--- config.mk ---
export PLATFORM = sky130hd
export DESIGN_NAME = water_level_alarm_controller_core
export DESIGN_NICKNAME = d
export VERILOG_FILES = /design/src/rtl/wlac_pkg.sv /design/src/rtl/wlac_ctrl.sv /design/src/rtl/wlac_dp.sv /design/src/rtl/water_level_alarm_controller_core.sv
export SDC_FILE = /design/constraint.sdc
export NUM_CORES = 1
export LEC_CHECK = 0
export ABC_AREA = 1
export BUFFER_PORTS_ARGS = -buffer_cell sky130_fd_sc_hd__buf_2
export CORE_UTILIZATION = 60
export CTS_CLUSTER_SIZE = 24
export DETAILED_ROUTE_END_ITERATION = 6
export GPL_ROUTABILITY_DRIVEN = 0
export PLACE_DENSITY = 0.8
export SLEW_MARGIN = 5
export SYNTH_ARGS = -nofsm -noshare
export SYNTH_HDL_FRONTEND = slang
export SYNTH_HIERARCHICAL = 1
export SYNTH_SLANG_ARGS = --single-unit
--- constraint.sdc ---
create_clock -name i_clk -period 5.6 [get_ports i_clk]
set_clock_uncertainty 0.2 [all_clocks]
set_input_delay 0.56 -clock i_clk [delete_from_list [all_inputs] [get_ports i_clk]]
set_output_delay 0.56 -clock i_clk [all_outputs]
set_load 0.1 [all_outputs]
--- src/rtl/wlac_pkg.sv ---
`default_nettype none

package wlac_pkg;

    localparam int LEVEL_BITS_DEF = 12;
    localparam int THR_BITS       = 12;
    localparam int INT_BITS       = 16;
    localparam int CFG_DATA_BITS  = 16;
    localparam int CFG_IDX_BITS   = 3;
    localparam int POT_BITS       = 10;
    localparam int ANGLE_BITS     = 8;
    localparam int CMD_BITS       = 2;

    localparam logic [ANGLE_BITS-1:0] MAX_ANGLE = 8'd180;
    localparam logic [POT_BITS-1:0]   POT_FULL  = 10'd1023;

    // 180 * ceil(2^28 / 1023), exact floor of 180 * pot / 1023 over the pot range
    localparam int                        POT_RECIP_BITS  = 26;
    localparam int                        POT_RECIP_SHIFT = 28;
    localparam logic [POT_RECIP_BITS-1:0] POT_ANGLE_RECIP = 26'd47232180;

    localparam logic [THR_BITS-1:0] ALARM_THR_RST    = 12'd200;
    localparam logic [THR_BITS-1:0] PREALARM_THR_RST = 12'd500;
    localparam logic [INT_BITS-1:0] INT_NORMAL_RST   = 16'd2000;
    localparam logic [INT_BITS-1:0] INT_PREALARM_RST = 16'd1000;
    localparam logic [INT_BITS-1:0] INT_ALARM_RST    = 16'd500;
    localparam int                  LEVEL_DRY        = 4095;

    localparam logic [CFG_IDX_BITS-1:0] REG_ALARM_THR    = 3'd0;
    localparam logic [CFG_IDX_BITS-1:0] REG_PREALARM_THR = 3'd1;
    localparam logic [CFG_IDX_BITS-1:0] REG_INT_NORMAL   = 3'd2;
    localparam logic [CFG_IDX_BITS-1:0] REG_INT_PREALARM = 3'd3;
    localparam logic [CFG_IDX_BITS-1:0] REG_INT_ALARM    = 3'd4;

    localparam logic [CMD_BITS-1:0] CMD_NONE   = 2'd0;
    localparam logic [CMD_BITS-1:0] CMD_MANUAL = 2'd1;
    localparam logic [CMD_BITS-1:0] CMD_AUTO   = 2'd2;
    localparam logic [CMD_BITS-1:0] CMD_ANGLE  = 2'd3;

    typedef enum logic [1:0] {
        LV_NORMAL = 2'd0,
        LV_PRE    = 2'd1,
        LV_ALARM  = 2'd2
    } t_level;

    typedef enum logic [1:0] {
        SM_AUTO   = 2'd0,
        SM_POT    = 2'd1,
        SM_SERIAL = 2'd2
    } t_submode;

    typedef enum logic [1:0] {
        S_IDLE   = 2'd0,
        S_LOAD   = 2'd1,
        S_DIV    = 2'd2,
        S_COMMIT = 2'd3
    } t_ctrl_state;

    typedef struct packed {
        logic accept;
        logic load;
        logic step;
        logic commit;
    } t_dp_cmd;

    typedef struct packed {
        logic need_div;
        logic div_done;
        logic out_free;
    } t_dp_sts;

endpackage

`default_nettype wire

--- src/rtl/wlac_ctrl.sv ---
`default_nettype none

module wlac_ctrl
    import wlac_pkg::*;
(
    input  wire logic    i_clk,
    input  wire logic    i_rst_n,
    input  wire logic    i_in_valid,
    output logic         o_in_stall,
    input  wire t_dp_sts i_sts,
    output t_dp_cmd      o_cmd
);

    t_ctrl_state r_state;
    t_ctrl_state n_state;

    always_ff @(posedge i_clk) begin
        if (!i_rst_n) begin
            r_state <= S_IDLE;
        end else begin
            r_state <= n_state;
        end
    end

    always_comb begin
        n_state = r_state;
        case (r_state)
            S_IDLE: begin
                if (i_in_valid) begin
                    n_state = i_sts.need_div ? S_LOAD : S_COMMIT;
                end
            end
            S_LOAD: begin
                n_state = S_DIV;
            end
            S_DIV: begin
                if (i_sts.div_done) begin
                    n_state = S_COMMIT;
                end
            end
            S_COMMIT: begin
                if (i_sts.out_free) begin
                    n_state = S_IDLE;
                end
            end
            default: begin
                n_state = S_IDLE;
            end
        endcase
    end

    always_comb begin
        o_in_stall    = (r_state != S_IDLE);
        o_cmd.accept  = (r_state == S_IDLE) && i_in_valid;
        o_cmd.load    = (r_state == S_LOAD);
        o_cmd.step    = (r_state == S_DIV);
        o_cmd.commit  = (r_state == S_COMMIT) && i_sts.out_free;
    end

endmodule

`default_nettype wire

--- src/rtl/wlac_dp.sv ---
`default_nettype none

module wlac_dp
    import wlac_pkg::*;
#(
    parameter int LEVEL_BITS = LEVEL_BITS_DEF
) (
    input  wire logic                     i_clk,
    input  wire logic                     i_rst_n,
    input  wire logic                     i_cfg_we,
    input  wire logic [CFG_IDX_BITS-1:0]  i_cfg_idx,
    input  wire logic [CFG_DATA_BITS-1:0] i_cfg_data,
    input  wire t_dp_cmd                  i_cmd,
    output t_dp_sts                       o_sts,
    input  wire logic [LEVEL_BITS-1:0]    i_distance,
    input  wire logic                     i_button_press,
    input  wire logic [POT_BITS-1:0]      i_pot_value,
    input  wire logic [CMD_BITS-1:0]      i_serial_cmd,
    input  wire logic [ANGLE_BITS-1:0]    i_serial_angle,
    output logic                          o_out_valid,
    input  wire logic                     i_out_stall,
    output logic [1:0]                    o_level_state,
    output logic [1:0]                    o_control_mode,
    output logic [ANGLE_BITS-1:0]         o_motor_angle,
    output logic                          o_motor_drive,
    output logic                          o_measured,
    output logic [LEVEL_BITS-1:0]         o_water_level,
    output logic                          o_green_led,
    output logic                          o_alarm_led_on,
    output logic                          o_alarm_led_blink,
    output logic                          o_backlight
);

    localparam int DW = LEVEL_BITS;
    localparam int NW = DW + ANGLE_BITS;
    localparam int CW = $clog2(NW);
    localparam int TW = (LEVEL_BITS > THR_BITS) ? LEVEL_BITS : THR_BITS;
    localparam int PW = POT_BITS + POT_RECIP_BITS;
    localparam logic [LEVEL_BITS-1:0] LEVEL_RST = LEVEL_BITS'(LEVEL_DRY);

    // configuration
    logic [THR_BITS-1:0] r_alarm_thr;
    logic [THR_BITS-1:0] r_pre_thr;
    logic [INT_BITS-1:0] r_int_normal;
    logic [INT_BITS-1:0] r_int_pre;
    logic [INT_BITS-1:0] r_int_alarm;

    // item payload
    logic                  r_button;
    logic [POT_BITS-1:0]   r_pot;
    logic [CMD_BITS-1:0]   r_cmd;
    logic [ANGLE_BITS-1:0] r_sang;
    logic                  r_measured;

    // block state
    t_level                r_level_mode;
    t_submode              r_submode;
    logic [LEVEL_BITS-1:0] r_stored_level;
    logic [ANGLE_BITS-1:0] r_angle;
    logic [INT_BITS-1:0]   r_countdown;

    // auto angle divider
    logic [NW-1:0] r_quo;
    logic [DW-1:0] r_rem;
    logic [DW-1:0] r_dvs;
    logic [CW-1:0] r_cnt;

    // output register
    logic                  r_out_valid;
    t_level                r_o_level;
    t_submode              r_o_submode;
    logic [ANGLE_BITS-1:0] r_o_angle;
    logic                  r_o_drive;
    logic                  r_o_measured;
    logic [LEVEL_BITS-1:0] r_o_level_val;

    logic [TW-1:0]         w_at_ext;
    logic [TW-1:0]         w_pt_ext;
    logic [LEVEL_BITS-1:0] w_at;
    logic [LEVEL_BITS-1:0] w_pt;
    logic [INT_BITS-1:0]   w_iv;
    logic [NW-1:0]         w_num;
    logic [DW-1:0]         w_dvs;
    logic [DW:0]           w_trial;
    logic [DW:0]           w_diff;
    logic                  w_ge;
    logic [ANGLE_BITS-1:0] w_auto_angle;
    logic [ANGLE_BITS-1:0] w_sat_angle;
    logic [PW-1:0]         w_pot_prod;
    logic [ANGLE_BITS-1:0] w_pot_angle;

    t_level                n_level_mode;
    t_submode              n_submode;
    logic [ANGLE_BITS-1:0] n_angle;
    logic                  n_drive;

    assign w_at_ext = TW'(r_alarm_thr);
    assign w_pt_ext = TW'(r_pre_thr);
    assign w_at     = w_at_ext[LEVEL_BITS-1:0];
    assign w_pt     = w_pt_ext[LEVEL_BITS-1:0];

    always_comb begin
        case (r_level_mode)
            LV_ALARM: w_iv = r_int_alarm;
            LV_PRE:   w_iv = r_int_pre;
            default:  w_iv = r_int_normal;
        endcase
    end

    // numerator and divisor for the auto angle
    assign w_num = NW'(r_stored_level) * NW'(MAX_ANGLE);
    assign w_dvs = w_at;

    assign w_trial = {r_rem, r_quo[NW-1]};
    assign w_diff  = w_trial - {1'b0, r_dvs};
    assign w_ge    = (w_trial >= {1'b0, r_dvs});

    assign w_auto_angle = ((w_at == '0) || (r_quo >= NW'(MAX_ANGLE))) ? '0
                        : MAX_ANGLE - r_quo[ANGLE_BITS-1:0];
    assign w_sat_angle  = (r_sang > MAX_ANGLE) ? MAX_ANGLE : r_sang;

    // pot angle by reciprocal multiplication
    assign w_pot_prod  = PW'(r_pot) * PW'(POT_ANGLE_RECIP);
    assign w_pot_angle = w_pot_prod[POT_RECIP_SHIFT +: ANGLE_BITS];

    always_comb begin
        n_level_mode = r_level_mode;
        n_submode    = r_submode;
        n_angle      = r_angle;
        n_drive      = 1'b0;
        case (r_level_mode)
            LV_NORMAL: begin
                if (r_stored_level < w_at) begin
                    n_level_mode = LV_ALARM;
                    n_submode    = SM_AUTO;
                end else if (r_stored_level < w_pt) begin
                    n_level_mode = LV_PRE;
                end
            end
            LV_PRE: begin
                if (r_stored_level < w_at) begin
                    n_level_mode = LV_ALARM;
                    n_submode    = SM_AUTO;
                end else if (r_stored_level > w_pt) begin
                    n_level_mode = LV_NORMAL;
                end
            end
            LV_ALARM: begin
                case (r_submode)
                    SM_AUTO: begin
                        if (r_button) begin
                            n_submode = SM_POT;
                        end else if (r_cmd == CMD_MANUAL) begin
                            n_submode = SM_SERIAL;
                        end
                        n_angle = w_auto_angle;
                    end
                    SM_POT: begin
                        if (r_button) begin
                            n_submode = SM_AUTO;
                        end
                        n_angle = w_pot_angle;
                    end
                    default: begin
                        if (r_cmd == CMD_AUTO) begin
                            n_submode = SM_AUTO;
                        end else if (r_cmd == CMD_ANGLE) begin
                            n_angle = w_sat_angle;
                        end
                    end
                endcase
                n_drive = 1'b1;
                if (r_stored_level > w_pt) begin
                    n_level_mode = LV_NORMAL;
                end else if (r_stored_level > w_at) begin
                    n_level_mode = LV_PRE;
                end
            end
            default: begin
                n_level_mode = r_level_mode;
            end
        endcase
    end

    always_ff @(posedge i_clk) begin
        if (!i_rst_n) begin
            r_alarm_thr  <= ALARM_THR_RST;
            r_pre_thr    <= PREALARM_THR_RST;
            r_int_normal <= INT_NORMAL_RST;
            r_int_pre    <= INT_PREALARM_RST;
            r_int_alarm  <= INT_ALARM_RST;
        end else if (i_cfg_we) begin
            case (i_cfg_idx)
                REG_ALARM_THR:    r_alarm_thr  <= i_cfg_data[THR_BITS-1:0];
                REG_PREALARM_THR: r_pre_thr    <= i_cfg_data[THR_BITS-1:0];
                REG_INT_NORMAL:   r_int_normal <= i_cfg_data[INT_BITS-1:0];
                REG_INT_PREALARM: r_int_pre    <= i_cfg_data[INT_BITS-1:0];
                REG_INT_ALARM:    r_int_alarm  <= i_cfg_data[INT_BITS-1:0];
                default: begin
                end
            endcase
        end
    end

    always_ff @(posedge i_clk) begin
        if (!i_rst_n) begin
            r_level_mode   <= LV_NORMAL;
            r_submode      <= SM_AUTO;
            r_stored_level <= LEVEL_RST;
            r_angle        <= '0;
            r_countdown    <= '0;
        end else begin
            if (i_cmd.accept) begin
                if (r_countdown == '0) begin
                    r_stored_level <= i_distance;
                    r_countdown    <= (w_iv == '0) ? '0 : w_iv - 1'b1;
                end else begin
                    r_countdown <= r_countdown - 1'b1;
                end
            end
            if (i_cmd.commit) begin
                r_level_mode <= n_level_mode;
                r_submode    <= n_submode;
                r_angle      <= n_angle;
            end
        end
    end

    always_ff @(posedge i_clk) begin
        if (i_cmd.accept) begin
            r_button   <= i_button_press;
            r_pot      <= i_pot_value;
            r_cmd      <= i_serial_cmd;
            r_sang     <= i_serial_angle;
            r_measured <= (r_countdown == '0);
        end
    end

    // restoring divider, one quotient bit per cycle
    always_ff @(posedge i_clk) begin
        if (i_cmd.load) begin
            r_quo <= w_num;
            r_rem <= '0;
            r_dvs <= w_dvs;
            r_cnt <= '0;
        end else if (i_cmd.step) begin
            r_quo <= {r_quo[NW-2:0], w_ge};
            r_rem <= w_ge ? w_diff[DW-1:0] : w_trial[DW-1:0];
            r_cnt <= r_cnt + 1'b1;
        end
    end

    always_ff @(posedge i_clk) begin
        if (!i_rst_n) begin
            r_out_valid <= 1'b0;
        end else if (i_cmd.commit) begin
            r_out_valid <= 1'b1;
        end else if (!i_out_stall) begin
            r_out_valid <= 1'b0;
        end
    end

    always_ff @(posedge i_clk) begin
        if (i_cmd.commit) begin
            r_o_level     <= n_level_mode;
            r_o_submode   <= n_submode;
            r_o_angle     <= n_angle;
            r_o_drive     <= n_drive;
            r_o_measured  <= r_measured;
            r_o_level_val <= r_stored_level;
        end
    end

    assign o_sts.need_div = (r_level_mode == LV_ALARM) && (r_submode == SM_AUTO);
    assign o_sts.div_done = (r_cnt == CW'(NW - 1));
    assign o_sts.out_free = !r_out_valid || !i_out_stall;

    assign o_out_valid       = r_out_valid;
    assign o_level_state     = r_o_level;
    assign o_control_mode    = r_o_submode;
    assign o_motor_angle     = r_o_angle;
    assign o_motor_drive     = r_o_drive;
    assign o_measured        = r_o_measured;
    assign o_water_level     = r_o_level_val;
    assign o_green_led       = (r_o_level != LV_ALARM);
    assign o_alarm_led_on    = (r_o_level == LV_ALARM);
    assign o_alarm_led_blink = (r_o_level == LV_PRE);
    assign o_backlight       = (r_o_level != LV_NORMAL);

endmodule

`default_nettype wire

--- src/rtl/water_level_alarm_controller_core.sv ---
// Water level alarm controller, one input item per millisecond tick.
// Input channel: i_in_valid / o_in_stall with distance, button, pot, serial
// command and serial angle. Output channel: o_out_valid / i_out_stall with
// state, sub-mode, servo angle, measurement flag, latched level and LEDs.
// Configuration: i_cfg_we writes i_cfg_data into register i_cfg_idx
// (0 alarm threshold, 1 pre-alarm threshold, 2..4 measuring intervals).
// Flow: an item that needs no angle division passes from acceptance through
// the commit state into the output register, and the next item is taken
// once the controller is back in idle. In alarm with auto sub-mode the item
// passes through load, the restoring divider (one quotient bit a cycle) and
// commit. The pot angle uses a multiplier and no division.
// Reset (synchronous, active low) sets the normal state, auto sub-mode,
// level 4095, angle 0 and a zero countdown, so the first item measures.
// Results sit in an output register; while one waits the block takes one
// more item, then holds its result and stalls the input until the receiver
// takes the waiting result.
`default_nettype none

module water_level_alarm_controller_core
    import wlac_pkg::*;
#(
    parameter int LEVEL_BITS = LEVEL_BITS_DEF
) (
    input  wire logic                     i_clk,
    input  wire logic                     i_rst_n,
    input  wire logic                     i_cfg_we,
    input  wire logic [CFG_IDX_BITS-1:0]  i_cfg_idx,
    input  wire logic [CFG_DATA_BITS-1:0] i_cfg_data,
    input  wire logic                     i_in_valid,
    output logic                          o_in_stall,
    input  wire logic [LEVEL_BITS-1:0]    i_distance,
    input  wire logic                     i_button_press,
    input  wire logic [POT_BITS-1:0]      i_pot_value,
    input  wire logic [CMD_BITS-1:0]      i_serial_cmd,
    input  wire logic [ANGLE_BITS-1:0]    i_serial_angle,
    output logic                          o_out_valid,
    input  wire logic                     i_out_stall,
    output logic [1:0]                    o_level_state,
    output logic [1:0]                    o_control_mode,
    output logic [ANGLE_BITS-1:0]         o_motor_angle,
    output logic                          o_motor_drive,
    output logic                          o_measured,
    output logic [LEVEL_BITS-1:0]         o_water_level,
    output logic                          o_green_led,
    output logic                          o_alarm_led_on,
    output logic                          o_alarm_led_blink,
    output logic                          o_backlight
);

    t_dp_cmd w_cmd;
    t_dp_sts w_sts;

    wlac_ctrl u_ctrl (
        .i_clk      (i_clk),
        .i_rst_n    (i_rst_n),
        .i_in_valid (i_in_valid),
        .o_in_stall (o_in_stall),
        .i_sts      (w_sts),
        .o_cmd      (w_cmd)
    );

    wlac_dp #(
        .LEVEL_BITS (LEVEL_BITS)
    ) u_dp (
        .i_clk             (i_clk),
        .i_rst_n           (i_rst_n),
        .i_cfg_we          (i_cfg_we),
        .i_cfg_idx         (i_cfg_idx),
        .i_cfg_data        (i_cfg_data),
        .i_cmd             (w_cmd),
        .o_sts             (w_sts),
        .i_distance        (i_distance),
        .i_button_press    (i_button_press),
        .i_pot_value       (i_pot_value),
        .i_serial_cmd      (i_serial_cmd),
        .i_serial_angle    (i_serial_angle),
        .o_out_valid       (o_out_valid),
        .i_out_stall       (i_out_stall),
        .o_level_state     (o_level_state),
        .o_control_mode    (o_control_mode),
        .o_motor_angle     (o_motor_angle),
        .o_motor_drive     (o_motor_drive),
        .o_measured        (o_measured),
        .o_water_level     (o_water_level),
        .o_green_led       (o_green_led),
        .o_alarm_led_on    (o_alarm_led_on),
        .o_alarm_led_blink (o_alarm_led_blink),
        .o_backlight       (o_backlight)
    );

endmodule

`default_nettype wire
== Yosys cells after proc, flatten, opt, wreduce, memory -nomap -nowiden ==
Cells that the tools add are included.

* Reduce and logical (&&, ||, !) cells: 25
* Multiplexer cells: 34
* $lt $le $gt $ge: 7
* Add/subtract/negate cells: 5
* $mul: 2
* Equality and inequality tests: 21

{| class="wikitable"
|+ Operators by type and width
! operator !! number
|-
| 2-to-1 mux 20 bit || 2
|-
| 2-to-1 mux 8 bit || 5
|-
| multiplier 10 x 24 -> 34 bit, second input constant || 1
|-
| logical NOT 16 bit || 2
|-
| 2-to-1 mux 16 bit || 2
|-
| case mux 16 bit (2 select lines) || 1
|-
| subtractor 16 x 1 -> 16 bit, second input constant || 2
|-
| 2-to-1 mux 2 bit || 15
|-
| greater-than comparator 12 bit || 2
|-
| < comparator 12 bit || 2
|-
| >= comparator 20 x 8 -> 1 bit, second input constant || 1
|-
| multiplier 12 x 6 -> 18 bit, second input constant || 1
|-
| case mux 8 bit (2 select lines) || 1
|-
| >= comparator 13 x 12 -> 1 bit || 1
|-
| == test 2 bit, second input constant || 6
|-
| logical NOT 12 bit || 1
|-
| 2-to-1 mux 12 bit || 1
|-
| AND reduction 2 bit || 6
|-
| subtractor 12 bit || 1
|-
| == test 2 x 1 -> 1 bit, second input constant || 5
|-
| greater-than comparator 8 bit, second input constant || 1
|-
| case mux 2 bit (2 select lines) || 2
|-
| case mux 2 bit (4 select lines) || 1
|-
| subtractor 8 bit, first input constant || 1
|-
| other kinds (17) || 31
|}

* Bits in registers: 212

== Longest topological paths before layout ==
* Word-level depth: 6
* Gate-level depth with buffers: 24

== Hierarchy ==
The synthesis kept the hierarchy.

{| class="wikitable"
|+ By module, submodules not included
! module !! instances !! area each (µm²) !! seq. area each (µm²) !! cells an instance
|-
| wlac_dp || 1 || 15,371.0 || 4,984.8 || 2,040
|-
| wlac_ctrl || 1 || 212.7 || 40.0 || 33
|}

== Worst setup path before layout ==
Ideal clock, no wire load.

* Kind: reg2reg
* Start point: register u_dp.r_pot[8]
* End point: register u_dp.r_o_angle[5] (netlist: u_dp/o_motor_angle[5]) (data pin)
* Arrival: 4.051 ns
* Stages on the path, launching flop included: 24
* Path buffers: 0
* Slack: 1.098 ns
* Setup time: 0.251 ns
* Path through: edfxtp_1 > ha_1 > inv_1 > fa_1 > inv_1 > fa_1 > fa_1 > inv_1 > fa_1 > inv_1 > ha_1 > nand2_1 > nor2_1 > inv_1 > nor3_1 > nand2_1 > nand2_1 > nand2_1 > nand2_1 > nand2_1 > nand3_1 > nand2_1 > nand2_1 > inv_1

* Longest elaborated chain between the ends: 3

{| class="wikitable"
|+ Ends and longest elaborated chain
! element !! RTL line !! text
|-
| start, declared || wlac_dp.sv:50 || <nowiki>logic [POT_BITS-1:0] r_pot;</nowiki>
|-
| start signal, assigned || wlac_dp.sv:232 || <nowiki>r_pot <= i_pot_value;</nowiki>
|-
| multiplier 10 x 24 -> 34 bit || wlac_dp.sv:123 || <nowiki>assign w_pot_prod = PW'(r_pot) * PW'(POT_ANGLE_RECIP);</nowiki>
|-
| case mux 8 bit (2 select lines) || wlac_dp.sv:149 || <nowiki>case (r_submode)</nowiki>
|-
| 2-to-1 mux 8 bit || wlac_dp.sv:131 || <nowiki>case (r_level_mode)</nowiki>
|-
| net u_dp.n_angle[5] || wlac_dp.sv:94 || <nowiki>logic [ANGLE_BITS-1:0] n_angle;</nowiki>
|-
| end signal, assigned || wlac_dp.sv:267 || <nowiki>r_o_angle <= n_angle;</nowiki>
|-
| end, declared || wlac_dp.sv:72 || <nowiki>logic [ANGLE_BITS-1:0] r_o_angle;</nowiki>
|}

The timed path passes the listed nets, and every way through them passes these cells.
A chain may end at the register's enable or synchronous reset.

== Worst setup path in the final report ==
* Start point: register u_dp.r_pot[8]
* End point: register u_dp.r_o_angle[3] (netlist: u_dp/o_motor_angle[3]) (data pin)

Same word-level chain as after synthesis.

==> results.toml <==
[timing]
hold_viol_final = 0
slew_viol_final = 0
timing.final.crit_share = 0.869
slew_headroom = 0.208
rsz0062_at_grt = "false"
fin_crit_ns = 4.87
final.setup.tns_ns = 0
tightest_slew_ns = 1.18
fmax_ghz = 0.205
setup_viol = 0

[placement]
hpwl_um = 30000
port_buffers = 88

[clocking]
cts-hold-fix-buffers = 17
insertion_delay_ns = 0.55
cts_setup_buffers = 0
numClockSinks = 212
cts_tree = "built"
cts-buffers-inserted = 25
h-tree-depth = 1
cts_buffer_depth = 3
cts-resized-gates = 0
root_buffer = "clkbuf_16"
clk_pin_slew_ns = 0.06

[global_route]
grt_util_all_layers = 0.316
grt_max_degree = 90
grt_pass1_vias = 13840
grt_pass1_wl_um = 67000
grt_remaining_overflow = 0
antenna_found_initial = 2

[floorplanning]
die_h_um = 163
core_mm2 = 0.0253
dieArea_mm2 = 0.0266
fp-row-count = 58
io_pins = 89
initial_utilization = 0.615
die_x_um = 163

[routing]
vias_per_cell = 5.59
dr.pass1.iters = 6
ant_nets = 0
drt_iter0_drc = 1131
routed_wl_um = 40800
drc = 0
avgRoutedWirePerCell_um = 16.3
vias = 14034

[run]
drv_cap = 0

[setup_path]
arrival_ns = 4.96
crit_family = "adder cells"
crit_chain = "ha_1 -> inv_1 -> fa_1 -> xnor2_1 -> ha_1 -> or2_2 -> ha_1 -> inv_1 -> fa_1 -> inv_1 -> ha_1 -> nand2_1 -> nor2_1 -> inv_1 -> nor4_1 -> nand2_1 -> nand2_1 -> nand2_1 -> nand3_1 -> nand2_1 -> nand2_1 -> inv_1"
crit_path_max_fanout = 5
crit_buf_inv = 5
start_kind = "flip-flop"
endpoint_kind = "flip-flop"
path_class = "reg2reg"
slowest_stage = "edfxtp_1"
cpPeakStageDelay_ns = 0.50
cp.required_ns = 5.70
crit_top_cell = "nand2_1"

[yosys]
async_flop_share = 0
synth_top_area_frac = 0.172
synth_top_cell_by_area = "dfxtp_1"
yosysUniqueCellTypes = 45
yosysWarnings = 6
synthFlopType = "dfxtp_1"
synth_edf_count = 78
ys_seq_elements = 212
synth_fp_nets = 2361
synth_area_leaders = "dfxtp_1, edfxtp_1, ha_1"
synthCells = 2073
syn_avg_cell_area_um2 = 7.52
syn_area_mm2 = 0.0156
synth_commonest_cells = "nand2_1, inv_1, nor2_1"
synth_most_common_cell = "nand2_1"
yosysSeqAreaShare = 0.322

[hold_path]
min_path_type = "in2reg"

[layout]
drive_above_1_share = 0.0743
n_fill_cell = 2035
diodes = 0
final_util = 0.680
final_nets = 2450
area_delta_synth_final_pct = 10.6

[outcome]
status = "finished clean"
routing by layer:
layer / global-route usage / routed length [um] / vias to the layer above
met2: 0.518 / 18700 / 525
met4: 0.130 / 1620 / 2
met3: 0.0569 / 3080 / 121
met5: 0 / 15 / -
met1: 0.410 / 17400 / 6521
li1: - / - / 6865
sequential cells by signal (all words and copies together) (netlist names), 2 cells and up:
register	flops
u_dp/o_water_level	12
u_ctrl/r_state	2
u_dp/r_pot	10
u_dp/r_int_alarm	16
u_dp/r_pre_thr	12
u_dp/r_sang	8
u_dp/r_dvs	12
u_dp/r_stored_level	12
u_dp/r_level_mode	2
u_dp/r_int_pre	16
u_dp/r_alarm_thr	12
u_dp/r_cmd	2
u_dp/r_quo	20
u_dp/r_int_normal	16
u_dp/o_level_state	2
u_dp/r_rem	12
u_dp/o_motor_angle	8
u_dp/r_submode	2
u_dp/o_control_mode	2
u_dp/r_angle	8
u_dp/r_countdown	16
u_dp/r_cnt	5
per-stage QoR:
stage | cells | area (um2) | hold WS, ns | setup WS (ns)
after global placement | 2448 | 16300 | 0.206 | 0.880
after detailed placement | 2448 | 16300 | 0.222 | 0.799
after CTS | 2511 | 17200 | 0.00417 | 0.768
after global routing | 2511 | 17200 | 0.0108 | 0.386
final | 2511 | 17200 | 0.0164 | 0.732
after floorplan | 2073 | 15600 | 0.200 | 1.10
layout make-up:
class,count,area (um2),share of cell area
multi-input cells,1445,8960,0.520
flip-flops and latches,212,5020,0.292
inverters,367,1380,0.0799
clock buffers,36,728,0.0423
repair buffers,111,656,0.0380
well taps,330,413,0.0240
clock inverters,10,70.1,0.00407
path summary, 6_finish.rpt:
path,startpoint,end,slack [ns],depth (start not counted)
hold / removal,i_serial_angle[4],u_dp/r_sang[4]$_DFFE_PP_,0.02,1
setup / recovery,u_dp/r_pot[8]$_DFFE_PP_,u_dp/o_motor_angle[3]$_DFFE_PP_,0.73,22
hold reg to reg,u_dp/r_alarm_thr[4]$_SDFFE_PN0P_,u_dp/r_dvs[4]$_DFFE_PP_,0.24,0
setup reg to reg,u_dp/r_pot[8]$_DFFE_PP_,u_dp/o_motor_angle[3]$_DFFE_PP_,0.73,22
placed cells by master (no fill, tap or decap), types with 14 or more instances in the layout:
cell and n:
o211ai_1 17, inv_1 361, nand4_1 23, a21oi_1 109
clkbuf_16 26, buf_2 88, xor2_1 24, ha_1 171
edfxtp_1 78, o21ai_0 135, nand2_1 472, xnor2_1 14
nor2_1 186, dlygate4sd3_1 17, fa_1 60, dfxtp_1 134
nand3_1 141
cell families (layout without fill, tap and decap cells):
group,Yosys count,count (layout),synth area share
flip-flops,212,212,0.322
buffers and inverters,416,524,0.102
AO/OA/AOI/OAI,310,310,0.108
AND/OR/NAND/NOR,866,866,0.231
XOR/XNOR,38,38,0.0214
adder cells (fa/ha/maj),231,231,0.214
Power is not shown: default switching activity piles up to over one toggle a cycle in this logic, so the estimate is an artifact.
